File: src/rtl/dfm_pkg.sv
// Shared types and constants for the debounced fault monitor.
// No dependencies; every other file in rtl/ except dfm_stream_if imports this package.
package dfm_pkg;

  localparam int unsigned CNT_W = 8;
  localparam int unsigned NUM_CHANS = 5;
  localparam int unsigned NUM_REGS = 8;
  localparam int unsigned REG_W = 16;
  localparam int unsigned APB_AW = 5;
  localparam int unsigned APB_DW = 32;

  localparam int unsigned DEBOUNCE_TICKS = 50;
  localparam int unsigned OVP_RELEASE_TICKS = 200;

  // Thermistor window, fixed
  localparam logic [11:0] NTC_FAULT_HIGH = 12'd4050;
  localparam logic [11:0] NTC_FAULT_LOW = 12'd50;
  localparam logic [11:0] NTC_OK_HIGH = 12'd3850;
  localparam logic [11:0] NTC_OK_LOW = 12'd150;

  // Register indexes
  localparam logic [2:0] REG_HOT_ERR_ON = 3'd0;
  localparam logic [2:0] REG_HOT_ERR_OFF = 3'd1;
  localparam logic [2:0] REG_HOT_WARN_ON = 3'd2;
  localparam logic [2:0] REG_HOT_WARN_OFF = 3'd3;
  localparam logic [2:0] REG_OVOLT_ON = 3'd4;
  localparam logic [2:0] REG_OVOLT_OFF = 3'd5;
  localparam logic [2:0] REG_OCURR_ON = 3'd6;
  localparam logic [2:0] REG_OCURR_OFF = 3'd7;

  localparam logic [REG_W-1:0] THR_ON_RESET = 16'hFFFF;
  localparam logic [REG_W-1:0] THR_OFF_RESET = 16'h0000;

  typedef struct packed {
    logic [11:0] ntc_raw;
    logic [15:0] temperature;
    logic [15:0] out_voltage;
    logic [15:0] out_current;
  } in_item_t;

  typedef struct packed {
    logic sensor_fault;
    logic hot_error;
    logic hot_warning;
    logic over_voltage;
    logic over_current;
  } out_item_t;

  typedef struct packed {
    logic [REG_W-1:0] hot_error_on;
    logic [REG_W-1:0] hot_error_off;
    logic [REG_W-1:0] hot_warn_on;
    logic [REG_W-1:0] hot_warn_off;
    logic [REG_W-1:0] overvolt_on;
    logic [REG_W-1:0] overvolt_off;
    logic [REG_W-1:0] overcurr_on;
    logic [REG_W-1:0] overcurr_off;
  } cfg_t;

  // Run conditions for one channel on the current beat
  typedef struct packed {
    logic set_hit;
    logic clr_hit;
  } chan_cond_t;

endpackage

File: src/rtl/dfm_stream_if.sv
// Valid/ready stream channel carrying one payload beat.
// Depends on nothing; the payload type is set per instance.
interface dfm_stream_if #(
  parameter type payload_t = logic
) ();
  logic     valid;
  logic     ready;
  payload_t data;

  modport source (output valid, output data, input ready);
  modport sink (input valid, input data, output ready);
endinterface

File: src/rtl/debounced_fault_monitor.sv
// Top level of the debounced fault monitor: sample register, five debounced
// hysteresis channels, result register and APB threshold registers.
// Depends on dfm_pkg, dfm_stream_if, dfm_apb_regs and dfm_channel.
//
//   Channel   Dir  Protocol      Beat contents
//   in_i      in   valid/ready   ntc_raw, temperature, out_voltage, out_current
//   out_o     out  valid/ready   sensor_fault, hot_error, hot_warning,
//                                over_voltage, over_current
//   APB       in   psel/penable  eight 16-bit thresholds at byte address 4*i
//
// An accepted sample is held in the input register until the result register
// is free, then the five channels update and the flags land in the result
// register. One beat per cycle is taken sustained while the output is not
// stalled; the two registers form a simple stall-propagating pipeline.
// Reset (rst_ni low, asynchronous) clears flags, run counters and valid
// bits, and loads the threshold defaults. A stalled result holds both full stages.
module debounced_fault_monitor #(
  parameter int unsigned DebounceTicks   = dfm_pkg::DEBOUNCE_TICKS,
  parameter int unsigned OvpReleaseTicks = dfm_pkg::OVP_RELEASE_TICKS
) (
  input  logic                       clk_i,
  input  logic                       rst_ni,
  dfm_stream_if.sink                 in_i,
  dfm_stream_if.source               out_o,
  input  logic                       psel,
  input  logic                       penable,
  input  logic                       pwrite,
  input  logic [dfm_pkg::APB_AW-1:0] paddr,
  input  logic [dfm_pkg::APB_DW-1:0] pwdata,
  output logic [dfm_pkg::APB_DW-1:0] prdata,
  output logic                       pready
);
  import dfm_pkg::*;

  cfg_t       cfg;
  in_item_t   smp_q;
  logic       smp_valid_q;
  out_item_t  res_q, res_d;
  logic       res_valid_q;
  logic       res_free;
  logic       advance;
  chan_cond_t cond [NUM_CHANS];
  logic [NUM_CHANS-1:0] flag_d;

  dfm_apb_regs u_regs (
    .clk_i   (clk_i),
    .rst_ni  (rst_ni),
    .psel    (psel),
    .penable (penable),
    .pwrite  (pwrite),
    .paddr   (paddr),
    .pwdata  (pwdata),
    .prdata  (prdata),
    .pready  (pready),
    .cfg_o   (cfg)
  );

  // Result slot is free when empty or being drained this cycle
  assign res_free   = !res_valid_q || out_o.ready;
  assign advance    = smp_valid_q && res_free;
  assign in_i.ready = !smp_valid_q || res_free;

  // Sample register: hold the beat until the channels consume it
  always_ff @(posedge clk_i or negedge rst_ni) begin
    if (!rst_ni) begin
      smp_valid_q <= 1'b0;
    end else if (in_i.ready) begin
      smp_valid_q <= in_i.valid;
    end
  end

  always_ff @(posedge clk_i) begin
    if (in_i.valid && in_i.ready) begin
      smp_q <= in_i.data;
    end
  end

  // Channel conditions, judged against the held sample
  always_comb begin
    cond[0].set_hit = (smp_q.ntc_raw > NTC_FAULT_HIGH) || (smp_q.ntc_raw < NTC_FAULT_LOW);
    cond[0].clr_hit = (smp_q.ntc_raw < NTC_OK_HIGH) && (smp_q.ntc_raw > NTC_OK_LOW);
    cond[1].set_hit = smp_q.temperature > cfg.hot_error_on;
    cond[1].clr_hit = smp_q.temperature < cfg.hot_error_off;
    cond[2].set_hit = smp_q.temperature > cfg.hot_warn_on;
    cond[2].clr_hit = smp_q.temperature < cfg.hot_warn_off;
    cond[3].set_hit = smp_q.out_voltage >= cfg.overvolt_on;
    cond[3].clr_hit = smp_q.out_voltage <= cfg.overvolt_off;
    cond[4].set_hit = smp_q.out_current >= cfg.overcurr_on;
    cond[4].clr_hit = smp_q.out_current <= cfg.overcurr_off;
  end

  // Over-voltage releases on its own, longer run; the rest share one length
  for (genvar c = 0; c < NUM_CHANS; c++) begin : g_chan
    dfm_channel #(
      .SetTicks   (DebounceTicks),
      .ClearTicks ((c == 3) ? OvpReleaseTicks : DebounceTicks)
    ) u_chan (
      .clk_i     (clk_i),
      .rst_ni    (rst_ni),
      .advance_i (advance),
      .cond_i    (cond[c]),
      .flag_d_o  (flag_d[c])
    );
  end

  always_comb begin
    res_d.sensor_fault = flag_d[0];
    res_d.hot_error    = flag_d[1];
    res_d.hot_warning  = flag_d[2];
    res_d.over_voltage = flag_d[3];
    res_d.over_current = flag_d[4];
  end

  // Result register: load on advance, drop once taken
  always_ff @(posedge clk_i or negedge rst_ni) begin
    if (!rst_ni) begin
      res_valid_q <= 1'b0;
    end else if (res_free) begin
      res_valid_q <= advance;
    end
  end

  always_ff @(posedge clk_i) begin
    if (advance) begin
      res_q <= res_d;
    end
  end

  assign out_o.valid = res_valid_q;
  assign out_o.data  = res_q;
endmodule

File: src/rtl/dfm_apb_regs.sv
// APB-style threshold register file for the fault monitor.
// Depends on dfm_pkg.
module dfm_apb_regs (
  input  logic                       clk_i,
  input  logic                       rst_ni,
  input  logic                       psel,
  input  logic                       penable,
  input  logic                       pwrite,
  input  logic [dfm_pkg::APB_AW-1:0] paddr,
  input  logic [dfm_pkg::APB_DW-1:0] pwdata,
  output logic [dfm_pkg::APB_DW-1:0] prdata,
  output logic                       pready,
  output dfm_pkg::cfg_t              cfg_o
);
  import dfm_pkg::*;

  cfg_t        cfg_q;
  logic [2:0]  idx;
  logic        wr_en;
  logic [REG_W-1:0] wval;
  logic [REG_W-1:0] rval;

  assign idx    = paddr[APB_AW-1:2];
  assign pready = 1'b1;
  assign wr_en  = psel && penable && pwrite && pready;
  assign wval   = pwdata[REG_W-1:0];

  always_ff @(posedge clk_i or negedge rst_ni) begin
    if (!rst_ni) begin
      cfg_q.hot_error_on  <= THR_ON_RESET;
      cfg_q.hot_error_off <= THR_OFF_RESET;
      cfg_q.hot_warn_on   <= THR_ON_RESET;
      cfg_q.hot_warn_off  <= THR_OFF_RESET;
      cfg_q.overvolt_on   <= THR_ON_RESET;
      cfg_q.overvolt_off  <= THR_OFF_RESET;
      cfg_q.overcurr_on   <= THR_ON_RESET;
      cfg_q.overcurr_off  <= THR_OFF_RESET;
    end else if (wr_en) begin
      unique case (idx)
        REG_HOT_ERR_ON:   cfg_q.hot_error_on  <= wval;
        REG_HOT_ERR_OFF:  cfg_q.hot_error_off <= wval;
        REG_HOT_WARN_ON:  cfg_q.hot_warn_on   <= wval;
        REG_HOT_WARN_OFF: cfg_q.hot_warn_off  <= wval;
        REG_OVOLT_ON:     cfg_q.overvolt_on   <= wval;
        REG_OVOLT_OFF:    cfg_q.overvolt_off  <= wval;
        REG_OCURR_ON:     cfg_q.overcurr_on   <= wval;
        REG_OCURR_OFF:    cfg_q.overcurr_off  <= wval;
        default:          cfg_q.overcurr_off  <= cfg_q.overcurr_off;
      endcase
    end
  end

  always_comb begin
    unique case (idx)
      REG_HOT_ERR_ON:   rval = cfg_q.hot_error_on;
      REG_HOT_ERR_OFF:  rval = cfg_q.hot_error_off;
      REG_HOT_WARN_ON:  rval = cfg_q.hot_warn_on;
      REG_HOT_WARN_OFF: rval = cfg_q.hot_warn_off;
      REG_OVOLT_ON:     rval = cfg_q.overvolt_on;
      REG_OVOLT_OFF:    rval = cfg_q.overvolt_off;
      REG_OCURR_ON:     rval = cfg_q.overcurr_on;
      REG_OCURR_OFF:    rval = cfg_q.overcurr_off;
      default:          rval = '0;
    endcase
  end

  assign prdata = {{(APB_DW-REG_W){1'b0}}, rval};
  assign cfg_o  = cfg_q;
endmodule

File: src/rtl/dfm_channel.sv
// One hysteresis flag with its debounce run counter.
// Depends on dfm_pkg.
module dfm_channel #(
  parameter int unsigned SetTicks   = dfm_pkg::DEBOUNCE_TICKS,
  parameter int unsigned ClearTicks = dfm_pkg::DEBOUNCE_TICKS
) (
  input  logic                clk_i,
  input  logic                rst_ni,
  input  logic                advance_i,
  input  dfm_pkg::chan_cond_t cond_i,
  output logic                flag_d_o
);
  import dfm_pkg::*;

  localparam logic [CNT_W:0] SetLim = (CNT_W+1)'(SetTicks);
  localparam logic [CNT_W:0] ClrLim = (CNT_W+1)'(ClearTicks);

  logic             flag_q, flag_d;
  logic [CNT_W-1:0] cnt_q, cnt_d;
  logic [CNT_W:0]   cnt_inc;
  logic [CNT_W:0]   limit;
  logic             hit;

  assign cnt_inc = {1'b0, cnt_q} + (CNT_W+1)'(1);
  assign limit   = flag_q ? ClrLim : SetLim;
  assign hit     = flag_q ? cond_i.clr_hit : cond_i.set_hit;

  always_comb begin
    flag_d = flag_q;
    cnt_d  = cnt_q;
    if (advance_i) begin
      if (!hit) begin
        cnt_d = '0;                 // run broken: restart
      end else if (cnt_inc >= limit) begin
        cnt_d  = '0;
        flag_d = ~flag_q;           // run complete: toggle
      end else begin
        cnt_d = cnt_inc[CNT_W-1:0];
      end
    end
  end

  always_ff @(posedge clk_i or negedge rst_ni) begin
    if (!rst_ni) begin
      flag_q <= 1'b0;
      cnt_q  <= '0;
    end else begin
      flag_q <= flag_d;
      cnt_q  <= cnt_d;
    end
  end

  assign flag_d_o = flag_d;
endmodule
File: src/flat_wrapper.sv
// flat-port wrapper written by rule: the top's interface ports become plain ports
module debounced_fault_monitor_flat import dfm_pkg::*;
#(
  parameter int unsigned DebounceTicks   = dfm_pkg::DEBOUNCE_TICKS,
  parameter int unsigned OvpReleaseTicks = dfm_pkg::OVP_RELEASE_TICKS
)
  (clk_i, rst_ni, psel, penable, pwrite, paddr, pwdata, prdata, pready, in_i_valid, in_i_data, in_i_ready, out_o_valid, out_o_data, out_o_ready);
  dfm_stream_if in_i_i ();
  dfm_stream_if out_o_i ();
  input  logic clk_i;
  input  logic rst_ni;
  input  logic psel;
  input  logic penable;
  input  logic pwrite;
  input  logic [dfm_pkg::APB_AW-1:0] paddr;
  input  logic [dfm_pkg::APB_DW-1:0] pwdata;
  output logic [dfm_pkg::APB_DW-1:0] prdata;
  output logic pready;
  input wire logic [$bits(in_i_i.valid)-1:0] in_i_valid;
  input wire logic [$bits(in_i_i.data)-1:0] in_i_data;
  output wire logic [$bits(in_i_i.ready)-1:0] in_i_ready;
  output wire logic [$bits(out_o_i.valid)-1:0] out_o_valid;
  output wire logic [$bits(out_o_i.data)-1:0] out_o_data;
  input wire logic [$bits(out_o_i.ready)-1:0] out_o_ready;
  assign in_i_i.valid = in_i_valid;
  assign in_i_i.data = in_i_data;
  assign in_i_ready = in_i_i.ready;
  assign out_o_valid = out_o_i.valid;
  assign out_o_data = out_o_i.data;
  assign out_o_i.ready = out_o_ready;
  debounced_fault_monitor #(.DebounceTicks(DebounceTicks), .OvpReleaseTicks(OvpReleaseTicks)) u_core (.clk_i(clk_i), .rst_ni(rst_ni), .in_i(in_i_i), .out_o(out_o_i), .psel(psel), .penable(penable), .pwrite(pwrite), .paddr(paddr), .pwdata(pwdata), .prdata(prdata), .pready(pready));
endmodule
File: config.mk
export PLATFORM = sky130hd
export DESIGN_NAME = debounced_fault_monitor_flat
export DESIGN_NICKNAME = d
export VERILOG_FILES = /design/src/rtl/dfm_pkg.sv /design/src/rtl/dfm_stream_if.sv /design/src/rtl/debounced_fault_monitor.sv /design/src/rtl/dfm_apb_regs.sv /design/src/rtl/dfm_channel.sv /design/src/flat_wrapper.sv
export SDC_FILE = /design/constraint.sdc
export NUM_CORES = 1
export LEC_CHECK = 0
export BUFFER_PORTS_ARGS = -buffer_cell sky130_fd_sc_hd__buf_2
export CAP_MARGIN = 15
export CORE_MARGIN = 10
export CORE_UTILIZATION = 41
export CTS_CLUSTER_SIZE = 20
export DETAILED_ROUTE_END_ITERATION = 12
export GPL_TIMING_DRIVEN = 0
export HOLD_SLACK_MARGIN = 0.05
export PLACE_DENSITY = 0.56
export SLEW_MARGIN = 20
export SYNTH_ARGS = -nofsm -noshare
export SYNTH_HDL_FRONTEND = slang
export SYNTH_HIERARCHICAL = 1
export SYNTH_SLANG_ARGS = --single-unit
File: constraint.sdc
create_clock -name clk_i -period 5.9 [get_ports clk_i]
set_clock_uncertainty 0.15 [all_clocks]
set_input_delay 0 -clock clk_i [delete_from_list [all_inputs] [get_ports clk_i]]
set_output_delay 0 -clock clk_i [all_outputs]
set_load 0.01 [all_outputs]
==> results.tsv, run 1 <==
metric	value	unit
final_common_cell	mux2_2	
tns	0	ns
seqCellArea	0.00362	mm2
vias	4580	
routed_wl	18000	um
crit_fanout	3	
hold_path.class	in -> reg	
n_antenna_cell	0	
use_met2	26.7	%
rrSetupSlack	3.12	ns
grt-ovfl-total	0	
grt_util_met3	3.65	%
clock_sinks	141	
critPathLaunchType	flop	
netlist_area	0.00690	mm2
cts_tree	yes	
yosysWarnings	6	
maxCapViolations	0	
critPathBufInv	1	
end_kind	flop	
powerDensity	326	mW/mm2
drt_iter0_drc	275	
multi_input_area	0.00300	mm2
avgSynthCellArea	13.3	um2
fin_area	0.00827	mm2
grt_pass1_vias	4800	
setup_viol	0	
grt_util_met1	21.4	%
tightest_slew	0.857	ns
place.gp.congestion	0.795	
numCtsBuffers	17	
cpMaxStageDelayCell	or4_1	
num_rows	47	
die_h	150	um
drive_above_1_share	48.9	%
cpPeakStageDelay	0.49	ns
drc	0	
rsz0062_at_grt	false	
final_cell_mix	119 x mux2_2, 75 x dfrtp_1, 64 x dfstp_2, 57 x buf_2, 46 x mux2i_1	
grt_pass1_wl	28000	um
period_share	47.2	%
synth_top_area_share	27.2	%
grtUsageTotal	16.5	%
detail_route.vias_per_cell	5.35	
antenna_found_initial	0	
start_util	41.7	%
drt_first_pass_iters	4	
p_leak	3.68	nW
fin_crit	2.78	ns
outcome	complete, no violations	
whs	0.0723	ns
cts.clk_slew.worst_paths	0.06	ns
slew_headroom	42.9	%
ys_async_sr_fraction	98.6	%
port_buffers	44	
syn_inst	517	
syn_to_final_growth	19.9	%
insertion_delay	0.42	ns
cp_data_arrival_time	2.91	ns
root_buffer	clkbuf_16	
die_w	150	um
core_area	0.0165	mm2
top_usage_layer	met2	
required	6.03	ns
seq_area_frac_synth	52.5	%
dpl.hpwl	11900	um
wl_per_cell	21.0	um
grt_max_degree	84	
worstPathCellList	inv_1 > ha_1 > nor4_1 > nand4_1 > or4_1 > mux2_2 > nor3b_1 > nand3_1 > o221ai_1	
synth_edf_count	2	
placed_area	0.00749	mm2
yosys-top-cells-area	dfrtp_1 27%, dfstp_2 24%, mux2_2 19%	
nFillCells	1457	
slew_viol_final	0	
fmax	0.359	GHz
pin_count	81	
synth_ff_type	dfrtp_1	
htreeDepth	4	
fin_nets	672	
synth-seq-cells	141	
clk_path_buf_depth	2	
ir_worst_vdd	0.215	mV
fp.dieArea	0.0224	mm2
crit_type	reg -> reg	
cp_top_family	simple AND/OR/NAND/NOR gates	
finalHoldViolCount	0	
synth_cell_types	54	
synth_area_leader_cell	dfrtp_1	
ant_nets	0	
==> report_power, final <==
part           internal (mW)  leakage [nW]  total, mW  switching [mW]
logic                  0.250          1.77      0.451           0.201
registers               1.21          1.65       1.31           0.104
clock network          0.553         0.257      0.938           0.385
==> what timing repair did <==
item                      CTS  global route
hold endpoints to repair  242             0
buffers inserted            0             0
hold buffers               27             0
gates resized for setup     0             0
==> area by class of cell <==
| cell class | count | share of cell area [%] |
|---|---|---|
| plain buffers | 45 | 3.21 |
| clock buffers | 24 | 5.70 |
| clock inverters | 8 | 0.514 |
| inverters | 19 | 0.862 |
| multi-input cells | 327 | 36.3 |
| flip-flops and latches | 141 | 43.7 |
| well taps | 220 | 3.33 |
| repair buffers | 72 | 6.38 |
==> metrics by stage <==
stage / total power, mW / setup slack (ns) / cells / utilization [%]
3_5_place_dp: 1.77 / 3.11 / 797 / 45.3
6_report: 2.70 / 3.12 / 856 / 50.1
3_3_place_gp: 1.74 / 2.76 / 796 / 45.1
2_1_floorplan: 1.61 / 3.62 / 532 / -
5_1_grt: 2.83 / 3.03 / 856 / 50.1
4_1_cts: 2.73 / 3.09 / 856 / 50.1
==> cell usage after synthesis, types with 4 or more instances <==
cell type	n
a221oi_1	12
buf_2	14
buf_4	19
clkbuf_1	10
dfrtp_1	75
dfstp_2	64
ha_1	4
inv_1	19
mux2_2	119
mux2_4	10
mux2i_1	46
nand2_1	6
nand2b_1	9
nand4_1	5
nor2_1	5
nor2_2	6
nor3b_1	4
nor4_1	7
o22a_1	16
o22ai_1	16
==> routing by layer <==
metal  up-vias  wire [um]
met1      2352       8070
met4         0        255
met3        20        915
met2       107       8750
met5         -          0
li1       2101          -
==> flip-flops by register name, summed over array words and instances, names as in the netlist <==
signal                       flops
u_core/smp_q                     1
u_core/out_o.data                1
u_core/g_chan.u_chan/flag_q      1
u_core/out_o.valid               1
u_core/smp_valid_q               1
u_core/u_regs/cfg_o            128
u_core/g_chan.u_chan/cnt_q       8
==> worst register-to-register path, stage by stage (launching register included) <==
cell	delay [ns]
edfxtp_1	0.37
inv_1	0.15
ha_1	0.25
nor4_1	0.37
nand4_1	0.20
or4_1	0.49
mux2_2	0.33
nor3b_1	0.14
nand3_1	0.08
o221ai_1	0.10
==> worst paths after layout <==
check / startpoint / end / depth (start not counted)
max: u_core/smp_q[0]$_DFFE_PP_ / u_core/g_chan[4].u_chan/cnt_q[2]$_DFFE_PN0P_ / 9
min: psel / u_core/u_regs/cfg_o[49]$_DFFE_PN1P_ / 4
max reg2reg: u_core/smp_q[0]$_DFFE_PP_ / u_core/g_chan[4].u_chan/cnt_q[2]$_DFFE_PN0P_ / 9
min reg2reg: u_core/smp_valid_q$_DFFE_PN0P_ / u_core/out_o.valid$_DFFE_PN0P_ / 1
max in group asynchronous: rst_ni / u_core/u_regs/cfg_o[73]$_DFFE_PN0P_ / 4
min in group asynchronous: rst_ni / u_core/u_regs/cfg_o[74]$_DFFE_PN0P_ / 3
==> logic make-up (layout without fill, tap and decap cells) <==
logic type,count (synthesis),count (layout),share of synthesized area [%]
buffers and inverters,64,168,4.88
adders and majority gates,4,4,0.726
xor gates and xnor gates,2,2,0.254
muxes,175,175,28.3
and+or+nand+nor,63,63,5.88
AOI/OAI and AO/OA,66,66,7.42
other,2,17,0.109
DFF,141,141,52.5
Power figures use the tool's default switching activity.
==> run 2: changes to the inputs <==
--- a/config.mk
+++ b/config.mk
@@ -13,7 +13,7 @@
 export DETAILED_ROUTE_END_ITERATION = 12
 export GPL_TIMING_DRIVEN = 0
 export HOLD_SLACK_MARGIN = 0.05
-export PLACE_DENSITY = 0.56
+export PLACE_DENSITY = 0.59
 export SLEW_MARGIN = 20
 export SYNTH_ARGS = -nofsm -noshare
 export SYNTH_HDL_FRONTEND = slang
==> constraint.sdc (replaced) <==
create_clock -name clk_i -period 2.4 [get_ports clk_i]
set_clock_uncertainty 0.15 [all_clocks]
set_input_delay 0 -clock clk_i [delete_from_list [all_inputs] [get_ports clk_i]]
set_output_delay 0 -clock clk_i [all_outputs]
set_load 0.01 [all_outputs]
==> run 2 against run 1 <==
The run now ends with negative setup slack left. Sequential cell count unchanged. Combinational power rose to 2.5 times the previous value. Die area unchanged. Critical path depth unchanged. Setup slack worse by 3.1 ns. Fmax up 16%. First-iteration DRC count down 1.8%. Total power rose to 2.6 times the previous value. Cell count up 0.12%. Routed wire length up 1.4%. Clock-buffer cell count down 4.
==> results.tsv, run 2 (same netlist as run 1, synthesis figures left out) <==
metric	value	unit	change
place.gp.congestion	0.799		+0.55%
insertion_delay	0.41	ns	about the same
clock_sinks	141		unchanged
wl_per_cell	21.3	um	+1.3%
finalHoldViolCount	0		unchanged
end_kind	flop		
required	2.54	ns	-3.49 ns
final_util	51.0	%	+0.96 points
clk_path_buf_depth	2		unchanged
final_cell_mix	118 x mux2_2, 75 x dfrtp_1, 64 x dfstp_2, 57 x buf_2, 46 x mux2i_1		
slew_viol_final	0		unchanged
grt-ovfl-total	0		unchanged
largest_reg_flops	128		unchanged
cpPeakStageDelay	0.46	ns	-0.03 ns
grt_pass1_wl	28400	um	+1.4%
fin_crit	2.41	ns	-0.376 ns
crit_fanout	3		unchanged
power_frac_comb	16.1	%	-0.6 points
detail_route.vias_per_cell	5.41		+1.2%
cts_tree	yes		
powerDensity	841	mW/mm2	+160%
start_util	41.7	%	unchanged
die_h	150	um	unchanged
drt_first_pass_iters	5		+1
cts.clk_slew.worst_paths	0.06	ns	about the same
cp_data_arrival_time	2.54	ns	-0.37 ns
min_delay_path_depth	4		unchanged
seqPwrFrac	45.6	%	-2.9 points
drt_iter0_drc	270		-1.8%
dpl.hpwl	11900	um	about the same
p_total	7.09	mW	+160%
pin_count	81		unchanged
nFillCells	1450		-0.48%
syn_to_final_growth	22.2	%	
setup_viol	1		+1
period_share	100	%	+53 points
multi_input_area	0.00305	mm2	+1.6%
seqCellArea	0.00362	mm2	unchanged
outcome	complete, but fails checks		
n_antenna_cell	0		unchanged
port_buffers	44		unchanged
min_to	u_core/u_regs/cfg_o[34]$_DFFE_PN0P_		
p_int	5.33	mW	+170%
tightest_slew	0.894	ns	+0.0377 ns
rsz0062_at_grt	true		
p_leak	3.74	nW	+1.4%
regToRegEndpoint	u_core/g_chan[4].u_chan/cnt_q[2]$_DFFE_PN0P_		
hp-start	paddr[3]		
drive_above_1_share	50.4	%	+1.5 points
switching_share	24.8	%	-0.72 points
critPathLaunchType	flop		
maxCapViolations	0		unchanged
p_sw	1.76	mW	+160%
crit_type	reg -> reg		
root_buffer	clkbuf_16		
numCtsBuffers	17		unchanged
antenna_found_initial	0		unchanged
htreeDepth	4		unchanged
grt_max_degree	80		-4.8%
ant_nets	0		unchanged
hold_path.class	in -> reg		
die_w	150	um	unchanged
cpMaxStageDelayCell	or4_4		
clockPowerShare	38.3	%	+3.6 points
fmax	0.415	GHz	+16%
r2r_start	u_core/smp_q[0]$_DFFE_PP_		
slew_headroom	40.4	%	-2.5 points
ir_worst_vdd	0.500	mV	+130%
rrSetupSlack	-0.008	ns	-3.12 ns
fp.dieArea	0.0224	mm2	unchanged
tns	-0.00780	ns	-0.00780 ns
grtUsageTotal	16.5	%	+0.037 points
fin_ws	-0.00780	ns	-3.12 ns
num_rows	47		unchanged
fin_nets	673		+0.15%
r2r_cells	9		unchanged
grt_pass1_vias	5021		+4.6%
final_common_cell	mux2_2		
drc	0		unchanged
vias	4639		+1.3%
worstPathCellList	inv_2 > ha_4 > nor4_4 > nand4_1 > or4_4 > mux2_4 > nor3b_1 > nand3_1 > o221ai_2		
violations	negative setup slack		
routed_wl	18300	um	+1.4%
core_area	0.0165	mm2	unchanged
pre_cts_ws	-0.408	ns	-3.52 ns
run 2: changes by cell type in the layout (fill, tap and decap cells not counted), moves of 2 or more:
cell / delta
clkinvlp_4: +2
nor4_1: -2
clkbuf_1: -2
clkbuf_8: -2
clkinv_2: -3
bufinv_16: +4
run 2: critical path, delay by kind of cell (launching register included):
| family | cells | cell delay (ns) |
|---|---|---|
| adder cells (fa/ha/maj) | 1 | 0.22 |
| multiplexers | 1 | 0.29 |
| flip-flops | 1 | 0.39 |
| AO/OA/AOI/OAI | 1 | 0.08 |
| buffers and inverters | 1 | 0.13 |
| AND/OR/NAND/NOR | 5 | 1.02 |
run 2: area by class of cell:
cell class	instances	share of cell area, %
Clock buffer	20	5.18
Sequential cell	141	42.9
Timing Repair Buffer	73	6.47
Inverter	19	0.846
Buffer	45	3.15
Multi-Input combinational cell	327	36.1
Clock inverter	12	2.03
Tap cell	220	3.27
run 2: metal layers:
layer / up-vias / global-route usage [%] / wire, um
met5: - / 0 / 0
met4: 0 / 7.34 / 497
met3: 33 / 4.26 / 960
met2: 133 / 25.7 / 8650
met1: 2381 / 21.3 / 8140
li1: 2092 / - / -
run 2: repair_timing:
item	4_1_cts	5_1_grt
buffers inserted	1	0
hold buffers	27	0
resized for setup	6	2
pin swaps	3	2
hold endpoints to repair	238	0
endpoints found under the setup margin	8	6
gates cloned	0	0
run 2: how the worst max path moves through the flow:
stage / from / end / slack [ns]
final: u_core/smp_q[0]$_DFFE_PP_ / u_core/g_chan[4].u_chan/cnt_q[2]$_DFFE_PN0P_ / -0.008
after detailed placement: u_core/smp_q[0]$_DFFE_PP_ / u_core/g_chan[4].u_chan/cnt_q[2]$_DFFE_PN0P_ / -0.41
after global routing: u_core/smp_q[0]$_DFFE_PP_ / u_core/g_chan[4].u_chan/cnt_q[2]$_DFFE_PN0P_ / -0.08
after CTS: u_core/smp_q[0]$_DFFE_PP_ / u_core/g_chan[4].u_chan/cnt_q[2]$_DFFE_PN0P_ / -0.1
after global placement: rst_ni / u_core/u_regs/cfg_o[98]$_DFFE_PN0P_ / -0.70
after floorplan: u_core/u_regs/cfg_o[0]$_DFFE_PN0P_ / u_core/g_chan[4].u_chan/cnt_q[2]$_DFFE_PN0P_ / 0.12
run 2: power groups by stage:
stage               clock [mW]  combinational [mW]  sequential, mW
CTS                       2.76                1.14            3.23
finish                    2.71                1.14            3.23
global placement             0                1.04            3.23
detailed placement           0                1.09            3.26
floorplan                    0               0.781            3.17
global route              2.86                1.25            3.29
run 2: stage by stage:
step	cell area, um2	hold slack [ns]	std cells
floorplan	6950	-0.446	532
global placement	7450	0.0319	796
detailed placement	7490	-0.178	797
CTS	8420	0.0519	857
global route	8430	0.0777	857
finish	8430	0.0688	857
